**src/sv/wst_pkg.sv**
```systemverilog
// ----------------------------------------------------------------------------
// wst_pkg
// shared types and constants of the whitespace tokenizer
// ----------------------------------------------------------------------------
package wst_pkg;

  localparam logic       KIND_TEXT  = 1'b0;
  localparam logic       KIND_END   = 1'b1;

  localparam logic       RES_WORD   = 1'b0;
  localparam logic       RES_MARK   = 1'b1;

  localparam logic [7:0] CH_SPACE   = 8'h20;
  localparam logic [7:0] CH_TAB     = 8'h09;
  localparam logic [7:0] CH_NEWLINE = 8'h0A;

  localparam int         QUEUE_DEPTH = 2;

  typedef enum logic [1:0] {
    OP_BYTE,
    OP_SEP,
    OP_NEWLINE,
    OP_END
  } op_t;

  // one classified input item
  typedef struct packed {
    logic       start;
    op_t        op;
    logic [7:0] text_byte;
  } cmd_t;

endpackage

```
**src/sv/wst_if.sv**
```systemverilog
// ----------------------------------------------------------------------------
// wst_in_if / wst_out_if
// valid/ready channels of the whitespace tokenizer
// ----------------------------------------------------------------------------
interface wst_in_if;
  logic       valid;
  logic       ready;
  logic       kind;
  logic [7:0] text_byte;

  modport source (output valid, output kind, output text_byte, input ready);
  modport sink   (input valid, input kind, input text_byte, output ready);
endinterface

interface wst_out_if;
  logic       valid;
  logic       ready;
  logic       result_kind;
  logic [7:0] word_byte;
  logic       word_end;
  logic       run_last;

  modport source (output valid, output result_kind, output word_byte,
                  output word_end, output run_last, input ready);
  modport sink   (input valid, input result_kind, input word_byte,
                  input word_end, input run_last, output ready);
endinterface

```
**src/sv/whitespace_tokenizer.sv**
```systemverilog
// ----------------------------------------------------------------------------
// whitespace_tokenizer
// splits a byte stream into words and paragraph markers
//
//   channel    dir  payload
//   byte_ch    in   kind, text_byte
//   result_ch  out  result_kind, word_byte, word_end, run_last
//
// a plain text byte retires straight from the queue head once it reaches
// the back end; a separator ending a word walks the stored bytes in turn,
// since each stored byte needs a registered word-store read and then an
// output load. each paragraph marker takes an output load of its own. a
// two-entry queue lets the front take new beats while a word drains. reset
// is synchronous and needs no clearing pass; a stall on result_ch holds the
// output register and backs up into the queue.
// ----------------------------------------------------------------------------
module whitespace_tokenizer #(
  parameter int MAX_TOKEN = 32
) (
  input  logic      clk,
  input  logic      rst,
  wst_in_if.sink    byte_ch,
  wst_out_if.source result_ch
);

  logic          push;
  logic          push_ready;
  wst_pkg::cmd_t push_cmd;
  logic          pop_valid;
  logic          pop;
  wst_pkg::cmd_t pop_cmd;

  wst_front u_front (
    .clk     (clk),
    .rst     (rst),
    .byte_ch (byte_ch),
    .q_ready (push_ready),
    .q_push  (push),
    .q_cmd   (push_cmd)
  );

  wst_queue u_queue (
    .clk        (clk),
    .rst        (rst),
    .push       (push),
    .push_cmd   (push_cmd),
    .push_ready (push_ready),
    .pop_valid  (pop_valid),
    .pop_cmd    (pop_cmd),
    .pop        (pop)
  );

  wst_back #(
    .MAX_TOKEN (MAX_TOKEN)
  ) u_back (
    .clk       (clk),
    .rst       (rst),
    .q_valid   (pop_valid),
    .q_cmd     (pop_cmd),
    .q_pop     (pop),
    .result_ch (result_ch)
  );

endmodule

```
**src/sv/wst_front.sv**
```systemverilog
// ----------------------------------------------------------------------------
// wst_front
// accepts input beats, classifies each byte and tracks stream start
// ----------------------------------------------------------------------------
module wst_front (
  input  logic          clk,
  input  logic          rst,
  wst_in_if.sink        byte_ch,
  input  logic          q_ready,
  output logic          q_push,
  output wst_pkg::cmd_t q_cmd
);

  logic at_stream_start;

  assign byte_ch.ready = q_ready;
  assign q_push        = byte_ch.valid && q_ready;

  always_comb begin
    q_cmd.start     = at_stream_start;
    q_cmd.text_byte = byte_ch.text_byte;
    if (byte_ch.kind == wst_pkg::KIND_END) begin
      q_cmd.op = wst_pkg::OP_END;
    end else if (byte_ch.text_byte == wst_pkg::CH_SPACE ||
                 byte_ch.text_byte == wst_pkg::CH_TAB) begin
      q_cmd.op = wst_pkg::OP_SEP;
    end else if (byte_ch.text_byte == wst_pkg::CH_NEWLINE) begin
      q_cmd.op = wst_pkg::OP_NEWLINE;
    end else begin
      q_cmd.op = wst_pkg::OP_BYTE;
    end
  end

  always_ff @(posedge clk) begin
    if (rst) begin
      at_stream_start <= 1'b1;
    end else if (q_push) begin
      at_stream_start <= (byte_ch.kind == wst_pkg::KIND_END);
    end
  end

endmodule

```
**src/sv/wst_queue.sv**
```systemverilog
// ----------------------------------------------------------------------------
// wst_queue
// short command queue between front and back
// ----------------------------------------------------------------------------
module wst_queue (
  input  logic          clk,
  input  logic          rst,
  input  logic          push,
  input  wst_pkg::cmd_t push_cmd,
  output logic          push_ready,
  output logic          pop_valid,
  output wst_pkg::cmd_t pop_cmd,
  input  logic          pop
);

  localparam int PTR_W = (wst_pkg::QUEUE_DEPTH > 1) ? $clog2(wst_pkg::QUEUE_DEPTH) : 1;
  localparam int CNT_W = $clog2(wst_pkg::QUEUE_DEPTH + 1);
  localparam logic [CNT_W-1:0] FULL_CNT = CNT_W'(wst_pkg::QUEUE_DEPTH);
  localparam logic [PTR_W-1:0] LAST_PTR = PTR_W'(wst_pkg::QUEUE_DEPTH - 1);

  wst_pkg::cmd_t    entries [wst_pkg::QUEUE_DEPTH];
  logic [PTR_W-1:0] wr_ptr;
  logic [PTR_W-1:0] rd_ptr;
  logic [CNT_W-1:0] count;
  logic             do_push;
  logic             do_pop;

  assign push_ready = (count != FULL_CNT);
  assign pop_valid  = (count != '0);
  assign pop_cmd    = entries[rd_ptr];
  assign do_push    = push && push_ready;
  assign do_pop     = pop && pop_valid;

  always_ff @(posedge clk) begin
    if (do_push) begin
      entries[wr_ptr] <= push_cmd;
    end
  end

  always_ff @(posedge clk) begin
    if (rst) begin
      wr_ptr <= '0;
      rd_ptr <= '0;
      count  <= '0;
    end else begin
      if (do_push) begin
        wr_ptr <= (wr_ptr == LAST_PTR) ? '0 : wr_ptr + PTR_W'(1);
      end
      if (do_pop) begin
        rd_ptr <= (rd_ptr == LAST_PTR) ? '0 : rd_ptr + PTR_W'(1);
      end
      if (do_push && !do_pop) begin
        count <= count + CNT_W'(1);
      end else if (do_pop && !do_push) begin
        count <= count - CNT_W'(1);
      end
    end
  end

endmodule

```
**src/sv/wst_back.sv**
```systemverilog
// ----------------------------------------------------------------------------
// wst_back
// word store, length tracking and result sequencing
// ----------------------------------------------------------------------------
module wst_back #(
  parameter int MAX_TOKEN = 32
) (
  input  logic          clk,
  input  logic          rst,
  input  logic          q_valid,
  input  wst_pkg::cmd_t q_cmd,
  output logic          q_pop,
  wst_out_if.source     result_ch
);

  localparam int LEN_W = $clog2(MAX_TOKEN + 2);
  localparam int IDX_W = (MAX_TOKEN > 1) ? $clog2(MAX_TOKEN) : 1;
  localparam logic [LEN_W-1:0] MAX_LEN  = LEN_W'(MAX_TOKEN);
  localparam logic [LEN_W-1:0] OVER_LEN = LEN_W'(MAX_TOKEN + 1);

  typedef enum logic [2:0] {
    S_IDLE,
    S_START,
    S_BODY,
    S_READ,
    S_EMIT,
    S_MARK_NL
  } state_t;

  state_t           state;
  wst_pkg::cmd_t    cur;
  logic [LEN_W-1:0] len;
  logic [IDX_W-1:0] idx;
  logic [7:0]       mem [MAX_TOKEN];
  logic [7:0]       rd_data;

  logic             out_valid;
  logic             out_kind;
  logic [7:0]       out_byte;
  logic             out_end;
  logic             out_last;

  logic             out_free;
  logic             word_emit;
  logic             idx_last;
  logic             fast_byte;
  logic             fast_skip;
  logic             store_now;
  logic [7:0]       store_byte;
  logic             mem_we;
  logic [LEN_W-1:0] len_stored;

  assign result_ch.valid       = out_valid;
  assign result_ch.result_kind = out_kind;
  assign result_ch.word_byte   = out_byte;
  assign result_ch.word_end    = out_end;
  assign result_ch.run_last    = out_last;

  assign out_free  = !out_valid || result_ch.ready;
  assign word_emit = (len != '0) && (len <= MAX_LEN);
  assign idx_last  = (LEN_W'(idx) + LEN_W'(1)) == len;

  // plain bytes and idle separators retire straight from the queue head
  assign fast_byte = !q_cmd.start && (q_cmd.op == wst_pkg::OP_BYTE);
  assign fast_skip = !q_cmd.start && (q_cmd.op == wst_pkg::OP_SEP) && !word_emit;
  assign q_pop     = (state == S_IDLE) && q_valid;

  assign store_now  = (q_pop && fast_byte) ||
                      (state == S_BODY && cur.op == wst_pkg::OP_BYTE);
  assign store_byte = (state == S_IDLE) ? q_cmd.text_byte : cur.text_byte;
  assign mem_we     = store_now && (len < MAX_LEN);
  // saturate one past the limit to flag an overlong word
  assign len_stored = (len < MAX_LEN) ? len + LEN_W'(1) : OVER_LEN;

  always_ff @(posedge clk) begin
    if (mem_we) begin
      mem[len[IDX_W-1:0]] <= store_byte;
    end
    rd_data <= mem[idx];
  end

  always_ff @(posedge clk) begin
    if (rst) begin
      state     <= S_IDLE;
      len       <= '0;
      idx       <= '0;
      out_valid <= 1'b0;
    end else begin
      if (result_ch.ready) begin
        out_valid <= 1'b0;
      end
      case (state)
        S_IDLE: begin
          if (q_valid) begin
            cur <= q_cmd;
            if (fast_byte) begin
              len <= len_stored;
            end else if (fast_skip) begin
              len <= '0;
            end else begin
              state <= q_cmd.start ? S_START : S_BODY;
            end
          end
        end
        S_START: begin
          if (out_free) begin
            out_valid <= 1'b1;
            out_kind  <= wst_pkg::RES_MARK;
            out_byte  <= '0;
            out_end   <= 1'b0;
            out_last  <= (cur.op == wst_pkg::OP_BYTE) ||
                         (cur.op == wst_pkg::OP_SEP && !word_emit);
            state     <= S_BODY;
          end
        end
        S_BODY: begin
          case (cur.op)
            wst_pkg::OP_BYTE: begin
              len   <= len_stored;
              state <= S_IDLE;
            end
            wst_pkg::OP_END: begin
              if (out_free) begin
                out_valid <= 1'b1;
                out_kind  <= wst_pkg::RES_MARK;
                out_byte  <= '0;
                out_end   <= 1'b0;
                out_last  <= 1'b1;
                len       <= '0;
                state     <= S_IDLE;
              end
            end
            default: begin
              if (word_emit) begin
                idx   <= '0;
                state <= S_READ;
              end else begin
                len   <= '0;
                state <= (cur.op == wst_pkg::OP_NEWLINE) ? S_MARK_NL : S_IDLE;
              end
            end
          endcase
        end
        S_READ: begin
          state <= S_EMIT;
        end
        S_EMIT: begin
          if (out_free) begin
            out_valid <= 1'b1;
            out_kind  <= wst_pkg::RES_WORD;
            out_byte  <= rd_data;
            out_end   <= idx_last;
            out_last  <= idx_last && (cur.op != wst_pkg::OP_NEWLINE);
            if (idx_last) begin
              len   <= '0;
              state <= (cur.op == wst_pkg::OP_NEWLINE) ? S_MARK_NL : S_IDLE;
            end else begin
              idx   <= idx + IDX_W'(1);
              state <= S_READ;
            end
          end
        end
        S_MARK_NL: begin
          if (out_free) begin
            out_valid <= 1'b1;
            out_kind  <= wst_pkg::RES_MARK;
            out_byte  <= '0;
            out_end   <= 1'b0;
            out_last  <= 1'b1;
            state     <= S_IDLE;
          end
        end
        default: begin
          state <= S_IDLE;
        end
      endcase
    end
  end

endmodule

```
**src/flat_wrapper.sv**
```systemverilog
// flat-port wrapper written by rule: the top's interface ports become plain ports
module whitespace_tokenizer_flat 
#(
  parameter int MAX_TOKEN = 32
)
  (clk, rst, byte_ch_valid, byte_ch_kind, byte_ch_text_byte, byte_ch_ready, result_ch_valid, result_ch_result_kind, result_ch_word_byte, result_ch_word_end, result_ch_run_last, result_ch_ready);
  wst_in_if byte_ch_i ();
  wst_out_if result_ch_i ();
  input  logic clk;
  input  logic rst;
  input wire logic [$bits(byte_ch_i.valid)-1:0] byte_ch_valid;
  input wire logic [$bits(byte_ch_i.kind)-1:0] byte_ch_kind;
  input wire logic [$bits(byte_ch_i.text_byte)-1:0] byte_ch_text_byte;
  output wire logic [$bits(byte_ch_i.ready)-1:0] byte_ch_ready;
  output wire logic [$bits(result_ch_i.valid)-1:0] result_ch_valid;
  output wire logic [$bits(result_ch_i.result_kind)-1:0] result_ch_result_kind;
  output wire logic [$bits(result_ch_i.word_byte)-1:0] result_ch_word_byte;
  output wire logic [$bits(result_ch_i.word_end)-1:0] result_ch_word_end;
  output wire logic [$bits(result_ch_i.run_last)-1:0] result_ch_run_last;
  input wire logic [$bits(result_ch_i.ready)-1:0] result_ch_ready;
  assign byte_ch_i.valid = byte_ch_valid;
  assign byte_ch_i.kind = byte_ch_kind;
  assign byte_ch_i.text_byte = byte_ch_text_byte;
  assign byte_ch_ready = byte_ch_i.ready;
  assign result_ch_valid = result_ch_i.valid;
  assign result_ch_result_kind = result_ch_i.result_kind;
  assign result_ch_word_byte = result_ch_i.word_byte;
  assign result_ch_word_end = result_ch_i.word_end;
  assign result_ch_run_last = result_ch_i.run_last;
  assign result_ch_i.ready = result_ch_ready;
  whitespace_tokenizer #(.MAX_TOKEN(MAX_TOKEN)) u_core (.clk(clk), .rst(rst), .byte_ch(byte_ch_i), .result_ch(result_ch_i));
endmodule
```
**config.mk**
```make
export PLATFORM = sky130hd
export DESIGN_NAME = whitespace_tokenizer_flat
export DESIGN_NICKNAME = d
export VERILOG_FILES = /design/src/sv/wst_pkg.sv /design/src/sv/wst_if.sv /design/src/sv/whitespace_tokenizer.sv /design/src/sv/wst_front.sv /design/src/sv/wst_queue.sv /design/src/sv/wst_back.sv /design/src/flat_wrapper.sv
export SDC_FILE = /design/constraint.sdc
export NUM_CORES = 1
export LEC_CHECK = 0
export BUFFER_PORTS_ARGS = -buffer_cell sky130_fd_sc_hd__buf_2
export CAP_MARGIN = 20
export CORE_MARGIN = 2
export CORE_UTILIZATION = 51
export CTS_CLUSTER_SIZE = 28
export DETAILED_ROUTE_END_ITERATION = 16
export PLACE_DENSITY = 0.67
export SLEW_MARGIN = 20
export SYNTH_ARGS = -nofsm -noshare
export SYNTH_HDL_FRONTEND = slang
export SYNTH_SLANG_ARGS = --single-unit
```
**constraint.sdc**
```tcl
create_clock -name clk -period 3.25 [get_ports clk]
set_input_delay 0.325 -clock clk [delete_from_list [all_inputs] [get_ports clk]]
set_output_delay 0.325 -clock clk [all_outputs]
set_load 0.02 [all_outputs]
```
==> run metrics <==
register area share after synthesis=0.7171; aggregate global-route resource usage=0.2150; initial antenna violation count=0; fin crit share=0.8962; PortBufs=25; cells taking the most area after synthesis=edfxtp_1, mux4_2, dfxtp_1; Non-Filler Instances=1,176; library cells used by synthesis=59; crit path capture type=flip-flop; DRT antenna net count=0; first-pass GRT wire length=44.74 mm; 1st-iter DRT viols=1,019; Top-Level Pins=26; flip-flop and latch count after synthesis=328; GR Overflow Total=0; via count=7,175; met1 usage in global routing=0.3127; R2R Path Start=u_core.u_queue.entries[0][9]; CTS tree=yes; # rows=59; peak supply drop=0.7043 mV; final hold violations=0; relative slew slack=0.3582; fillers=1,843; Required @ worst endpoint=3.45 ns; global-route met3 utilization=0.02628; Worst Setup Start Kind=flip-flop; worst-path cell chain=or4_1 > a21o_1 > a21oi_1 > nand2_1 > nor2_1; worst skew pair latency=0.57 ns; share of cells above drive strength 1=0.2889; DR pass1 iterations=5; H-tree levels=1; Critical Path Source=u_core.u_queue.entries[0][9]; FFs w/ async S/R, synth=0; CP peak stage delay=0.66 ns; area growth from synthesis to layout=15.03%; Synth top area share=0.6735; setup TNS=0 ns; met2 Usage GRT=0.3529; max cap viols=0; slowest CP cell=nor2_1; Worst-Margin Slew=0.9591 ns; Die Span Y=165.7 um; HP Class=in -> reg; top post-synthesis cells by count=edfxtp_1, nor2_1, mux4_2, dfxtp_1, a21oi_1; Syn Nets=764; Total Power=0.01150 W; clock sinks=328; worst-path maximum fanout=8; Initial Utilization=0.5159; core area=0.02584 mm2; Final setup viols=0; die width=165.7 um; GP Congestion=0.9025; drc violations=0; Yosys warning count=0; Root Buffer=clkbuf_16; unrepaired setup endpoints after global routing=no; wire length per cell=24.96 um; postcts setup bufs=0; leakage power figure=4.931 nW; Synth Flop Type=edfxtp_1; hpwl dp=18.88 mm; Clock Skew=0.01273 ns; cts bufs inserted=31; Crit Path Category=reg -> reg; worst hold start=byte_ch_kind; status=complete, no violations; Worst path top cell family by delay=simple AND/OR/NAND/NOR gates; antenna cell count=0; Die Area=0.02745 mm2; largest net degree at the start of global routing=49; Inst Count DP=1,110; busiest grt layer=met2; Mean Syn Cell Area=17.99 um2; cells after synthesis=741; multi-input gate area in the final layout=0.003578 mm2; most common cell in the netlist=edfxtp_1; min Tclk post-route=2.913 ns; Post-synth EDFFs=299; vias per cell=6.101; flip-flop and latch area=0.009564 mm2; Final nets=839; PwrDens=750.0 mW/mm2; max-slew violations=0; Buf/Inv on CP=0; Yosys top cell by area=edfxtp_1; Clock Path Buffers=3; routed wire length=29.35 mm; Reg clk slew, reported paths=0.07 ns; vias in the first global route=7,124; mapped cell area=0.01333 mm2; achievable frequency=343.3 MHz; CP Data Arrival Time=3.11 ns
[where the power goes]
group	switching (W)	internal, W
Clock	0.00163	0.00235
Sequential	0.0000915	0.00550
Combinational	0.00147	0.000456
[logic make-up after synthesis]
logic type               share of synthesized area
adder cells (fa/ha/maj)                   0.009386
AO/OA/AOI/OAI                              0.03745
buffers and inverters                      0.01596
AND/OR/NAND/NOR                            0.06176
XOR/XNOR                                  0.007227
multiplexers                                0.1511
flip-flops                                  0.7171
[metrics by stage]
step	setup slack, ns	utilization	area [um2]	hold slack [ns]
after floorplan	0.8555	-	13330	0.4239
after global placement	0.4128	0.5457	14100	0.4518
after detailed placement	0.3708	0.5457	14100	0.4486
after CTS	0.3795	0.5935	15330	0.05873
after global routing	0.2352	0.5935	15330	0.09291
final	0.3373	0.5935	15330	0.07177
[flip-flops by register name (all words and copies together), names as in the netlist, named ones only]
name / cells
u_core.u_front.at_stream_start: 1
u_core.u_back.rd_data: 8
u_core.u_back.idx: 5
u_core.u_queue.rd_ptr: 1
u_core.u_back.state: 3
u_core.u_back.cur: 10
u_core.u_back.len: 6
u_core.u_queue.entries: 22
u_core.u_back.result_ch.word_byte: 8
u_core.u_back.result_ch.valid: 1
u_core.u_queue.wr_ptr: 1
u_core.u_back.result_ch.run_last: 1
u_core.u_queue.count: 2
u_core.u_back.mem: 256
u_core.u_back.result_ch.word_end: 1
u_core.u_back.result_ch.result_kind: 1
[layout make-up]
cell class,instances,share of cell area
inverter,10,0.002448
multi-input combinational,367,0.2334
timing repair buffer,78,0.03786
clock inverter,26,0.02440
tap,335,0.02734
clock buffer,32,0.05084
sequential,328,0.6237
[worst paths after layout]
path | end | depth (start not counted) | slack (ns)
worst max register to register | u_core.u_back.mem[17][4] | 5 | 0.34
worst max-delay path | u_core.u_back.mem[17][4] | 5 | 0.34
worst min register to register | u_core.u_queue.entries[1][10] | 0 | 0.47
worst min-delay path | u_core.u_front.at_stream_start | 3 | 0.07
[tightest hold or removal path: cells and delay by family]
kind | cells | cell delay [ns]
AOI/OAI and AO/OA | 1 | 0.15
buffers and inverters | 2 | 0.12
[routing by layer]
metal / vias up / routed length, um
met4: 0 / 618
met1: 3686 / 12400
met3: 37 / 2004
met2: 338 / 14330
met5: - / 0
li1: 3114 / -
[cell usage in the layout, fill, tap and decap left out, types with 10 or more instances in the layout]
| master | instances |
|---|---|
| ha_1 | 10 |
| nand3_1 | 14 |
| mux2_2 | 18 |
| nor2_1 | 81 |
| edfxtp_1 | 299 |
| a21oi_1 | 23 |
| mux4_2 | 80 |
| buf_4 | 42 |
| dfxtp_1 | 27 |
| clkbuf_16 | 31 |
| buf_2 | 25 |
| inv_1 | 10 |
| and3_1 | 11 |
| nand2_1 | 19 |
[repair_timing]
item | CTS | global route
resized for setup | 0 | 0
hold buffers | 8 | 0
hold endpoints to repair | 16 | 0
(Power assumes the default switching activity.)
